$ cat src/rtl/gpms_pkg.sv
// Shared types and constants for the grid path max-sum block.
package gpms_pkg;

    // Grid and value geometry
    localparam int MAX_COLS    = 1024;
    localparam int COL_BITS    = $clog2(MAX_COLS);
    localparam int MAX_SKIPS   = 2;
    localparam int NUM_LANES   = MAX_SKIPS + 1;
    localparam int VALUE_BITS  = 16;
    localparam int SUM_W       = 32;
    localparam int LINE_W      = NUM_LANES * SUM_W;
    localparam int SKIP_W      = 2;

    // Cell queue between front and back
    localparam int QUEUE_DEPTH = 2;
    localparam int QPTR_W      = $clog2(QUEUE_DEPTH);
    localparam int QCNT_W      = $clog2(QUEUE_DEPTH + 1);

    // Configuration port
    localparam int APB_AW      = 3;
    localparam int APB_DW      = 32;
    localparam logic REG_SKIP_LIMIT = 1'b0;   // word index of skip_limit
    localparam logic [SKIP_W-1:0] SKIP_LIMIT_RST = SKIP_W'(2);

    // Saturation bounds
    localparam logic signed [SUM_W-1:0] SUM_MAX = {1'b0, {(SUM_W-1){1'b1}}};
    localparam logic signed [SUM_W-1:0] SUM_MIN = {1'b1, {(SUM_W-1){1'b0}}};

    typedef logic signed [SUM_W-1:0] t_sum;
    typedef t_sum [NUM_LANES-1:0]    t_line;

    // One classified cell handed from front to back
    typedef struct packed {
        logic signed [VALUE_BITS-1:0] value;
        logic                         grid_end;
        logic [COL_BITS-1:0]          col;
        logic                         first_row;
        logic                         col_zero;
    } t_cell;

endpackage

$ cat src/rtl/gpms_front.sv
// Front end: accepts cell beats, tracks row/column position, classifies cells.
module gpms_front (
    input  logic                           i_clk,
    input  logic                           i_rst_n,
    input  logic                           s_tvalid,
    output logic                           s_tready,
    input  logic [gpms_pkg::VALUE_BITS-1:0] i_value,
    input  logic                           i_row_end,
    input  logic                           i_grid_end,
    input  logic                           i_q_ready,
    output logic                           o_q_push,
    output gpms_pkg::t_cell                o_q_cell
);
    import gpms_pkg::*;

    logic [COL_BITS-1:0] r_col, n_col;
    logic                r_first, n_first;
    logic                accept;

    assign s_tready = i_q_ready;
    assign accept   = s_tvalid & i_q_ready;
    assign o_q_push = accept;

    // Classify the incoming cell by its grid position
    always_comb begin
        o_q_cell.value     = $signed(i_value);
        o_q_cell.grid_end  = i_grid_end;
        o_q_cell.col       = r_col;
        o_q_cell.first_row = r_first;
        o_q_cell.col_zero  = (r_col == '0);
    end

    // Advance position: grid end restarts, row end wraps, long rows saturate
    always_comb begin
        n_col   = r_col;
        n_first = r_first;
        if (accept) begin
            priority if (i_grid_end) begin
                n_col   = '0;
                n_first = 1'b1;
            end else if (i_row_end) begin
                n_col   = '0;
                n_first = 1'b0;
            end else if (r_col != COL_BITS'(MAX_COLS - 1)) begin
                n_col   = r_col + COL_BITS'(1);
            end
        end
    end

    always_ff @(posedge i_clk) begin
        if (!i_rst_n) begin
            r_col   <= '0;
            r_first <= 1'b1;
        end else begin
            r_col   <= n_col;
            r_first <= n_first;
        end
    end

endmodule

$ cat config.mk
export PLATFORM = sky130hd
export DESIGN_NAME = gpms_front
export DESIGN_NICKNAME = d
export VERILOG_FILES = /design/src/rtl/gpms_pkg.sv /design/src/rtl/gpms_front.sv
export SDC_FILE = /design/constraint.sdc
export NUM_CORES = 1
export LEC_CHECK = 0
export BUFFER_PORTS_ARGS = -buffer_cell sky130_fd_sc_hd__buf_2
export CAP_MARGIN = 20
export CORE_MARGIN = 8
export CORE_UTILIZATION = 40
export CTS_CLUSTER_DIAMETER = 50
export DETAILED_ROUTE_END_ITERATION = 12
export PLACE_DENSITY = 0.83
export SYNTH_ARGS = -nofsm -noshare
export SYNTH_HDL_FRONTEND = slang
export SYNTH_SLANG_ARGS = --single-unit
$ cat constraint.sdc
create_clock -name i_clk -period 1.85 [get_ports i_clk]
set_input_delay 0.37 -clock i_clk [delete_from_list [all_inputs] [get_ports i_clk]]
set_output_delay 0.37 -clock i_clk [all_outputs]
set_load 0.01 [all_outputs]
==> reports/qor.yml <==
detailed_routing:
  drtPass1Iterations: 4
  vias: 720
  drtIter0Drc: 18
  drc_errors: 0
  wirelength_mm: 1.95
  viasPerCell: 5.85
  wire_per_inst_um: 15.9
  ant_nets: 0
final_layout:
  num_antenna_cells: 0
  final_common_cell: "buf_2"
  postLayoutCoreUtil_pct: 45.4
  num-nets-final: 123
  area_growth_pct: 5.85
  final_cell_mix: "buf_2 (20), dfxtp_1 (10), nand2_1 (9)"
  fin_cells: 123
  drive_gt1_share_pct: 33.7
clocking:
  clk_pin_slew_ns: 0.07
  clockBufferDepth: 2
  clk_latency_ns: 0.27
  cts_num_sinks: 11
  cts_max_level: 1
  cts_buffers: 3
  cts_tree: "built"
  root_buffer: "clkbuf_4"
synth:
  syn_avg_cell_area_um2: 8.13
  yosys-top-cells-area: "dfxtp_1 (29%), buf_4 (19%), or4_1 (5.0%)"
  ys_ff_latch: 11
  netlist_instances: 92
  synthesis.nets: 116
  ys_types: 32
  synth_top_area_cell: "dfxtp_1"
  yosysWarningCount: 0
  synth_top_area_share_pct: 29.4
  synth-seq-area-share_pct: 29.4
  syn_area_um2: 748
timing:
  report.final.slew_viol_count: 0
  setup_viol: 0
  tns_ns: 0
  whs_ns: 0.318
  period_needed_ns: 1.72
  max_freq_ghz: 0.582
  slew_headroom_pct: 70.9
  worst_slew_pin_slew_ns: 0.435
  skew_ns: 0.00135
  finalCritPeriodShare_pct: 92.8
  finalHoldViolations: 0
die:
  initial_core_util_pct: 42.9
  dieArea_mm2: 0.00351
  die_h_um: 59.3
  rows: 15
  coreArea_mm2: 0.00175
  io_pins: 53
  dieWidth_um: 59.3
power:
  ir_worst_vdd_mv: 0.262
  p_leak_uw: 0.000322
  powerDensity_mw_per_mm2: 582
critical_path:
  path_class: "flip-flop to output pin"
  critPathMaxFanout: 8
  start_kind: "flip-flop"
  slowest_delay_ns: 0.39
  end_kind: "output pin"
  cp_slowest_cell: "dfxtp_1"
  worstPathCellList: "nor4_2 -> nand3b_1 -> nor4_2 -> buf_2"
  cp_top_family: "simple AND/OR/NAND/NOR gates"
  crit_required_ns: 1.48
  cpMostUsedCell: "nor4_2"
  path_buf_inv: 1
  cp.arrival_ns: 1.35
global_routing:
  grt_pass1_wl_mm: 2.95
  grt_pass1_vias: 663
  track_usage_pct: 10.9
  antenna_found_initial: 0
  grt_max_degree: 11
  grt-ovfl-total: 0
placement:
  place_congestion: 0.852
  dp.cells: 119
  portBuffers: 20
  dpl.hpwl_mm: 1.41
hold_path:
  hp-class: "primary input to flip-flop"
run_status:
  status: "complete, no violations"
run:
  drv_cap: 0
-- cells by family (layout without fill, tap and decap cells) --
family          Yosys count  after routing  share of synthesized area, %
xor+xnor                  1              1                          1.17
fa+ha+maj                 2              2                          3.34
compound gates           19             19                          16.2
buf+inv                  23             29                          21.2
simple gates             36             36                          28.6
flops                    11             11                          29.4
-- per-stage QoR --
stage,power [uW],setup WS [ns],cell area (um^2)
after global placement,297,0.230,747
after detailed placement,299,0.183,747
final,461,0.133,792
after global routing,487,-0.00359,792
after floorplan,313,0.231,748
after CTS,467,0.00932,773
-- sequential cells by signal (all words and copies together) (netlist names) --
name,flops
r_col,10
r_first,1
-- path summary, 6_finish.rpt --
kind	end	slack, ns	cells after the start	startpoint
hold reg to reg	r_first	0.49	2	r_first
hold / removal	r_first	0.32	2	i_rst_n
setup reg to reg	r_col[7]	0.15	4	r_col[2]
setup / recovery	o_q_cell[0]	0.13	4	r_col[6]
-- routing by layer --
metal  wire [um]  GRT usage (%)  up-vias  share of wire, %
met5           0              0        -                 0
met1         774           11.2      348                40
li1            -              -      336                 -
met3         164           2.82        9               8.4
met2         963           17.6       27                49
met4          48           10.6        0               2.5
-- where the power goes --
group / total, uW / internal (uW) / switching (uW)
clock: 167 / 83.6 / 83.8
combinational: 50.7 / 19.9 / 30.8
sequential: 243 / 240 / 3.37
total: 461 / 343 / 118
-- repair_timing --
| action | CTS | global route |
|---|---|---|
| buffers inserted | 0 | 0 |
| hold buffers | 0 | 0 |
| setup endpoints to repair | 0 | 1 |
| resized for setup | 0 | 4 |
-- synth_stat cells --
master,count
and4_1,1
nand3_2,1
o211ai_1,1
buf_4,19
a311oi_1,1
nand3b_1,1
nand3_1,4
o21ai_0,4
buf_2,1
nor2_1,4
and4_2,2
or4_1,5
inv_1,3
o31ai_1,1
ha_1,2
or3_1,1
a31oi_1,2
nor3_1,1
o21a_1,2
o41ai_1,1
nor4_1,2
xnor2_1,1
nand2_1,9
dfxtp_1,11
a211oi_1,1
a41oi_1,1
nand4_1,2
or3_2,1
nor3b_1,1
a21oi_1,4
o21ai_1,1
and4b_1,1
-- cell type report --
type                       instances  area (um^2)
multi-input combinational         58          387
clock buffer                       4         26.3
timing repair buffer              22          115
inverter                           3         11.3
fill                             169          953
tap                               25         31.3
sequential                        11          221
-- worst reg2reg max path: stages, from the launching register on --
cell and delay, ns:
dfxtp_1 0.49, nand3_2 0.15, or4_1 0.51, or4_1 0.40, o21ai_0 0.08
Note: power is estimated with default switching activity, not from simulation.
