`src/rtl/gpms_pkg.sv`:
```
// Shared types and constants for the grid path max-sum block.
package gpms_pkg;

    // Grid and value geometry
    localparam int MAX_COLS    = 1024;
    localparam int COL_BITS    = $clog2(MAX_COLS);
    localparam int MAX_SKIPS   = 2;
    localparam int NUM_LANES   = MAX_SKIPS + 1;
    localparam int VALUE_BITS  = 16;
    localparam int SUM_W       = 32;
    localparam int LINE_W      = NUM_LANES * SUM_W;
    localparam int SKIP_W      = 2;

    // Cell queue between front and back
    localparam int QUEUE_DEPTH = 2;
    localparam int QPTR_W      = $clog2(QUEUE_DEPTH);
    localparam int QCNT_W      = $clog2(QUEUE_DEPTH + 1);

    // Configuration port
    localparam int APB_AW      = 3;
    localparam int APB_DW      = 32;
    localparam logic REG_SKIP_LIMIT = 1'b0;   // word index of skip_limit
    localparam logic [SKIP_W-1:0] SKIP_LIMIT_RST = SKIP_W'(2);

    // Saturation bounds
    localparam logic signed [SUM_W-1:0] SUM_MAX = {1'b0, {(SUM_W-1){1'b1}}};
    localparam logic signed [SUM_W-1:0] SUM_MIN = {1'b1, {(SUM_W-1){1'b0}}};

    typedef logic signed [SUM_W-1:0] t_sum;
    typedef t_sum [NUM_LANES-1:0]    t_line;

    // One classified cell handed from front to back
    typedef struct packed {
        logic signed [VALUE_BITS-1:0] value;
        logic                         grid_end;
        logic [COL_BITS-1:0]          col;
        logic                         first_row;
        logic                         col_zero;
    } t_cell;

endpackage

```
`src/rtl/gpms_queue.sv`:
```
// Short cell queue that decouples the front end from the DP back end.
module gpms_queue (
    input  logic            i_clk,
    input  logic            i_rst_n,
    input  logic            i_push,
    input  gpms_pkg::t_cell i_cell,
    output logic            o_ready,
    input  logic            i_pop,
    output logic            o_valid,
    output gpms_pkg::t_cell o_cell
);
    import gpms_pkg::*;

    t_cell             r_slot [QUEUE_DEPTH];
    logic [QPTR_W-1:0] r_wp, r_rp;
    logic [QCNT_W-1:0] r_cnt;

    assign o_ready = (r_cnt != QCNT_W'(QUEUE_DEPTH));
    assign o_valid = (r_cnt != '0);
    assign o_cell  = r_slot[r_rp];

    // Store pushed cells
    always_ff @(posedge i_clk) begin
        if (i_push) begin
            r_slot[r_wp] <= i_cell;
        end
    end

    // Move pointers and occupancy
    always_ff @(posedge i_clk) begin
        if (!i_rst_n) begin
            r_wp  <= '0;
            r_rp  <= '0;
            r_cnt <= '0;
        end else begin
            if (i_push) begin
                r_wp <= (r_wp == QPTR_W'(QUEUE_DEPTH - 1)) ? '0 : r_wp + QPTR_W'(1);
            end
            if (i_pop) begin
                r_rp <= (r_rp == QPTR_W'(QUEUE_DEPTH - 1)) ? '0 : r_rp + QPTR_W'(1);
            end
            unique case ({i_push, i_pop})
                2'b10:   r_cnt <= r_cnt + QCNT_W'(1);
                2'b01:   r_cnt <= r_cnt - QCNT_W'(1);
                default: r_cnt <= r_cnt;
            endcase
        end
    end

endmodule

```
`config.mk`:
```
export PLATFORM = sky130hd
export DESIGN_NAME = gpms_queue
export DESIGN_NICKNAME = d
export VERILOG_FILES = /design/src/rtl/gpms_pkg.sv /design/src/rtl/gpms_queue.sv
export SDC_FILE = /design/constraint.sdc
export NUM_CORES = 1
export LEC_CHECK = 0
export BUFFER_PORTS_ARGS = -buffer_cell sky130_fd_sc_hd__buf_2
export CORE_MARGIN = 2
export CORE_UTILIZATION = 50
export CTS_CLUSTER_SIZE = 16
export DETAILED_ROUTE_END_ITERATION = 8
export PLACE_DENSITY_LB_ADDON = 0.3
export RECOVER_POWER = 100
export SLEW_MARGIN = 40
export SYNTH_ARGS = -nofsm -noshare
export SYNTH_HDL_FRONTEND = slang
export SYNTH_SLANG_ARGS = --single-unit
```
`constraint.sdc`:
```
create_clock -name i_clk -period 3.1 [get_ports i_clk]
set_input_delay 0.62 -clock i_clk [delete_from_list [all_inputs] [get_ports i_clk]]
set_output_delay 0.62 -clock i_clk [all_outputs]
set_load 0.1 [all_outputs]
```
==> flow_metrics.env, run 1 <==
export IMPL_status="finished clean"
export IMPL_yosysWarnings=0
export IMPL_first_iter_violations=61
export IMPL_clock_latency_ns=0.32
export IMPL_min_path_cells=1
export IMPL_seqPwrFrac=0.455
export IMPL_drt_total_wl_um=3959
export IMPL_slew_headroom=0.2167
export IMPL_worst_pin_slew_ns=1.180
export IMPL_cp_num_buf_inv=2
export IMPL_crit_slowest_cell="clkbuf_1"
export IMPL_cts_tree="done"
export IMPL_drt_pass1_iter_count=4
export IMPL_yosysSeqAreaShare=0.8000
export IMPL_synth_cells=112
export IMPL_cp_slowest_stage_delay_ns=0.87
export IMPL_die_x_um=71.86
export IMPL_synth_distinct_cells=18
export IMPL_rows=24
export IMPL_yosysTopAreaCell="edfxtp_1"
export IMPL_instances_no_fill=243
export IMPL_drv_cap=0
export IMPL_grt_max_degree=19
export IMPL_intPower_mw=1.490
export IMPL_syn_nets=146
export IMPL_worstPathRequired_ns=2.48
export IMPL_pwr_share_clk=0.330
export IMPL_path_class="register to output pin"
export IMPL_crit_family="buffers and inverters"
export IMPL_initial_core_util=0.5251
export IMPL_grt_pass1_wl_um=6044
export IMPL_startpoint_type="register"
export IMPL_clkTransAtPathRegs_ns=0.06
export IMPL_core_um2=4384
export IMPL_cp_cell_sequence="buf_4 -> mux2_1 -> clkbuf_1"
export IMPL_hp_class="input pin to register"
export IMPL_clock_path_buffers=2
export IMPL_setup_viol=0
export IMPL_grt_usage=0.1646
export IMPL_area_delta_synth_final_pct=22.83
export IMPL_crit_arrival_ns=2.00
export IMPL_slew_viol_final=0
export IMPL_dp_hpwl_um=2663
export IMPL_finalCritPeriodShare=0.8457
export IMPL_cts_setup_buffers=0
export IMPL_fmax_mhz=381.4
export IMPL_hold_buffers=0
export IMPL_cts_sinks=63
export IMPL_ys_top_cells_by_area="edfxtp_1 76%, mux2_1 14%, dfxtp_1 4.3%"
export IMPL_synth_seq_cells=63
export IMPL_hold_violations=0
export IMPL_syn_avg_cell_area_um2=20.56
export IMPL_drc_errors=0
export IMPL_final_cell_area_um2=2828
export IMPL_antenna_found_initial=0
export IMPL_cts_root_buf="clkbuf_8"
export IMPL_post_cts_resized=0
export IMPL_leakagePower_nw=0.9763
export IMPL_io_pins=64
export IMPL_fin_setup_tns_ns=0
export IMPL_rsz0062_at_grt="false"
export IMPL_skew_ns=0.003961
export IMPL_power_density_nw_per_um2=772.2
export IMPL_p_sw_uw=693.8
export IMPL_die_area_um2=5163
export IMPL_cts_buffers=9
export IMPL_worst_slack_ns=0.4784
export IMPL_syn_area_um2=2302
export IMPL_synth_top_area_share=0.7565
export IMPL_vias_per_cell=5.008
export IMPL_path_max_fanout=18
export IMPL_antenna_cells=0
export IMPL_layout_area_seq_um2=1842
export IMPL_fin_hold_ws_ns=0.4861
export IMPL_comb_power_share=0.215
export IMPL_layout_drive_gt1_share=0.1518
export IMPL_r2r_cells=2
export IMPL_die_h_um=71.86
export IMPL_place_area_um2=2698
export IMPL_overflow=0
export IMPL_dp_cells=228
export IMPL_wl_per_cell_um=16.29
export IMPL_switching_share=0.3178
export IMPL_multiInputGateArea_um2=439.2
export IMPL_port_buffer_count=63
export IMPL_post_place_ws_ns=1.106
export IMPL_htree_levels=3
export IMPL_endpoint_kind="output pin"
export IMPL_ant_nets=0
export IMPL_fillers=339
export IMPL_peakVddDrop_uv=389.8
export IMPL_grt_pass1_vias=1258
export IMPL_path_depth=3
export IMPL_vias=1217
export IMPL_gp_congestion=0.6666
export IMPL_fin_crit_ns=2.622
export IMPL_layout_nets=221
stage by stage:
step	utilization	total power, mW
2_1_floorplan	-	1.412
3_3_place_gp	0.6153	1.488
3_5_place_dp	0.6153	1.498
4_1_cts	0.6610	2.215
5_1_grt	0.6450	2.256
6_report	0.6450	2.183
registers in the layout (all words and copies together), names as in the netlist, named ones only:
signal and count:
r_rp 1, r_slot 58, r_wp 1, r_cnt 2
cells in the mapped netlist, drive strengths merged:
cell,n
nand2b,1
xnor2,2
dfxtp,5
nor2b,1
and2,4
ha,1
mux2,29
edfxtp,58
o21a,1
nor2,1
o21ai,1
a21boi,1
buf,3
or3,1
inv,1
or2,1
xor2,1
cell families (layout without fill, tap and decap cells):
logic type               count (synthesis)  count (layout)  share of synthesized area
AO/OA/AOI/OAI                            3               3                   0.008696
adder cells (fa/ha/maj)                  1               1                   0.005434
XOR/XNOR                                 3               3                    0.01142
AND/OR/NAND/NOR                          9               9                    0.02337
flip-flops                              63              63                     0.8000
multiplexers                            29              29                     0.1418
buffers and inverters                    4              83                   0.009239
final cells by class:
class / instances / share of cell area
repair buffers: 67 / 0.09823
multi-input cells: 45 / 0.1553
well taps: 52 / 0.02301
clock inverters: 6 / 0.02699
clock buffers: 9 / 0.04381
flip-flops and latches: 63 / 0.6513
inverters: 1 / 0.001327
cell usage in the layout, fill, tap and decap left out, types with 2 or more instances in the layout:
| cell type | n |
|---|---|
| clkbuf_1 | 50 |
| buf_4 | 2 |
| dfxtp_1 | 5 |
| and2_0 | 4 |
| bufinv_16 | 2 |
| clkinv_1 | 3 |
| clkbuf_8 | 9 |
| buf_2 | 15 |
| xnor2_1 | 2 |
| edfxtp_1 | 58 |
| mux2_1 | 29 |
per-layer routing:
| metal | part of all wire | GRT usage |
|---|---|---|
| met1 | 0.40 | 0.1954 |
| met2 | 0.52 | 0.2634 |
| met3 | 0.061 | 0.05345 |
| met4 | 0.021 | 0.09644 |
| met5 | 0 | 0 |
worst reg2reg max path, cell delays in order (launching register included):
cell and delay [ns]:
dfxtp_1 0.31, nor2_1 0.74, clkbuf_1 0.82
power by group through the flow:
stage	combinational [mW]	clock, mW	sequential, mW
floorplan	0.404	0	1.01
global placement	0.480	0	1.01
detailed placement	0.487	0	1.01
CTS	0.488	0.733	0.994
global route	0.485	0.774	0.997
finish	0.469	0.720	0.994
path summary, 6_finish.rpt:
kind	start	end	slack [ns]
setup / recovery	register	o_cell[27]	0.48
hold / removal	i_cell[19]	r_slot[1][19]	0.49
setup reg to reg	r_wp	r_slot[0][25]	0.84
hold reg to reg	r_cnt[1]	r_cnt[1]	0.53
(Power assumes the default switching activity.)
==> run 2, diff against run 1 <==
--- a/config.mk
+++ b/config.mk
@@ -7,7 +7,7 @@
 export LEC_CHECK = 0
 export BUFFER_PORTS_ARGS = -buffer_cell sky130_fd_sc_hd__buf_2
 export CORE_MARGIN = 2
-export CORE_UTILIZATION = 50
+export CORE_UTILIZATION = 46
 export CTS_CLUSTER_SIZE = 16
 export DETAILED_ROUTE_END_ITERATION = 8
 export PLACE_DENSITY_LB_ADDON = 0.3
==> constraint.sdc (replaced) <==
create_clock -name i_clk -period 2.2 [get_ports i_clk]
set_input_delay 0.44 -clock i_clk [delete_from_list [all_inputs] [get_ports i_clk]]
set_output_delay 0.44 -clock i_clk [all_outputs]
set_load 0.1 [all_outputs]
==> run 2 against run 1 <==
  * Sequential share of layout area down 2.7 points
  * Critical path depth unchanged
  * Cell count grew 7.4%
  * Global-route usage shrank 0.80 points
  * Combinational power rose by 53%
  * Via count increased by 2.3%
==> flow_metrics.env, run 2 (synthesis gave the netlist of run 1 again) <==
export IMPL_status="finished clean"
export IMPL_setup_worst_path_end="o_cell[1]"
export IMPL_peakVddDrop_uv=532.5
export IMPL_reg_largest_list="r_slot (58), r_cnt (2)"
export IMPL_dp_cells=245
export IMPL_hp_class="input pin to register"
export IMPL_cts_sinks=63
export IMPL_fin_crit_ns=2.028
export IMPL_grt_pass1_wl_um=6092
export IMPL_overflow=0
export IMPL_p_sw_uw=963.7
export IMPL_slew_headroom=0.2453
export IMPL_intPower_mw=1.974
export IMPL_antenna_found_initial=0
export IMPL_cp_cell_sequence="clkbuf_2 -> mux2_1 -> clkbuf_4"
export IMPL_cts_setup_buffers=0
export IMPL_post_cts_resized=0
export IMPL_leakagePower_nw=1.079
export IMPL_io_pins=64
export IMPL_hp_start="i_cell[27]"
export IMPL_finalCritPeriodShare=0.9218
export IMPL_rows=25
export IMPL_reg2reg_slack_ns=0.46
export IMPL_die_x_um=74.75
export IMPL_place_area_um2=3167
export IMPL_port_buffer_count=63
export IMPL_first_iter_violations=62
export IMPL_pwr_share_clk=0.279
export IMPL_post_place_ws_ns=0.5847
export IMPL_switching_share=0.3280
export IMPL_comb_power_share=0.244
export IMPL_gp_congestion=0.6629
export IMPL_vias=1245
export IMPL_instances_no_fill=261
export IMPL_initial_core_util=0.4810
export IMPL_ant_nets=0
export IMPL_die_area_um2=5587
export IMPL_layout_commonest_cell="edfxtp_1"
export IMPL_area_delta_synth_final_pct=28.21
export IMPL_largest_reg_flops=58
export IMPL_drv_cap=0
export IMPL_drt_pass1_iter_count=4
export IMPL_layout_nets=223
export IMPL_power_density_nw_per_um2=995.4
export IMPL_layout_drive_gt1_share=0.3144
export IMPL_rr_startpoint="r_wp"
export IMPL_crit_slowest_cell="mux2_1"
export IMPL_skew_ns=0.006388
export IMPL_r2r_end="r_slot[1][12]"
export IMPL_path_max_fanout=10
export IMPL_die_h_um=74.75
export IMPL_rsz0062_at_grt="false"
export IMPL_clkTransAtPathRegs_ns=0.07
export IMPL_fillers=375
export IMPL_dp_hpwl_um=2915
export IMPL_cts_buffers=9
export IMPL_grt_pass1_vias=1281
export IMPL_postLayoutCoreUtil=0.6167
export IMPL_wl_per_cell_um=15.52
export IMPL_hold_buffers=0
export IMPL_htree_levels=3
export IMPL_drt_total_wl_um=4051
export IMPL_setup_viol=0
export IMPL_path_class="register to output pin"
export IMPL_seqPwrFrac=0.477
export IMPL_fin_setup_tns_ns=0
export IMPL_fmax_mhz=493.1
export IMPL_regMostFlops="r_slot"
export IMPL_cp_slowest_stage_delay_ns=0.38
export IMPL_endpoint_kind="output pin"
export IMPL_core_um2=4786
export IMPL_clock_path_buffers=2
export IMPL_r2r_cells=2
export IMPL_cts_root_buf="clkbuf_8"
export IMPL_mostFrequentLayoutCells="58 x edfxtp_1, 29 x mux2_1, 27 x clkbuf_4"
export IMPL_grt_usage=0.1566
export IMPL_worstPathRequired_ns=1.76
export IMPL_cts_tree="done"
export IMPL_grt_max_degree=21
export IMPL_antenna_cells=0
export IMPL_hold_violations=0
export IMPL_worst_slack_ns=0.1720
export IMPL_worst_pin_slew_ns=1.132
export IMPL_slew_viol_final=0
export IMPL_crit_arrival_ns=1.59
export IMPL_vias_per_cell=4.770
export IMPL_startpoint_type="register"
export IMPL_drc_errors=0
export IMPL_clock_latency_ns=0.32
export IMPL_final_cell_area_um2=2952
## run 2: cell types whose count changed in the layout (fill, tap and decap cells not counted), sizes merged
cell	delta
buf	+3
clkinv	-3
clkbuf	+5
bufinv	-2
## run 2: stage by stage
step                      power, mW  hold slack [ns]
after CTS                     3.136           0.2942
after detailed placement      2.319           0.4969
after global routing          3.039           0.2890
after floorplan               1.989           0.4655
final                         2.938           0.3052
after global placement        2.301           0.4758
## run 2: worst max-delay path: cells and delay by family (launching register included)
| family | cells | cell delay (ns) |
|---|---|---|
| mux | 1 | 0.38 |
| flops | 1 | 0.33 |
| buf+inv | 2 | 0.55 |
## run 2: worst min path at each step
stage          depth (start not counted)       endpoint  slack (ns)
2_1_floorplan                          2       r_cnt[1]        0.47
3_3_place_gp                           2       r_cnt[1]        0.48
3_5_place_dp                           2       r_cnt[1]        0.50
4_1_cts                                1  r_slot[0][27]        0.29
5_1_grt                                1  r_slot[0][19]        0.29
6_report                               1  r_slot[1][27]        0.31
## run 2: area by class of cell
class | count | area [µm²] | share of cell area
tap | 67 | 83.83 | 0.02840
multi-input combinational | 45 | 439.2 | 0.1488
clock inverter | 1 | 5.005 | 0.001696
clock buffer | 15 | 156.4 | 0.05299
timing repair buffer | 69 | 421.7 | 0.1429
sequential | 63 | 1842 | 0.6240
inverter | 1 | 3.754 | 0.001272
## run 2: power by group through the flow
| stage | clock network [mW] | logic (mW) | registers [mW] |
|---|---|---|---|
| after global routing | 0.891 | 0.743 | 1.41 |
| after floorplan | 0 | 0.570 | 1.42 |
| after CTS | 0.840 | 0.896 | 1.40 |
| after detailed placement | 0 | 0.894 | 1.42 |
| after global placement | 0 | 0.881 | 1.42 |
| final | 0.820 | 0.718 | 1.40 |
## run 2: layer usage
layer,wire (µm),GRT usage,vias up
met5,0,0,-
met4,74,0.08532,0
met3,247,0.04819,8
met2,2220,0.2753,38
met1,1508,0.1685,613
li1,-,-,586
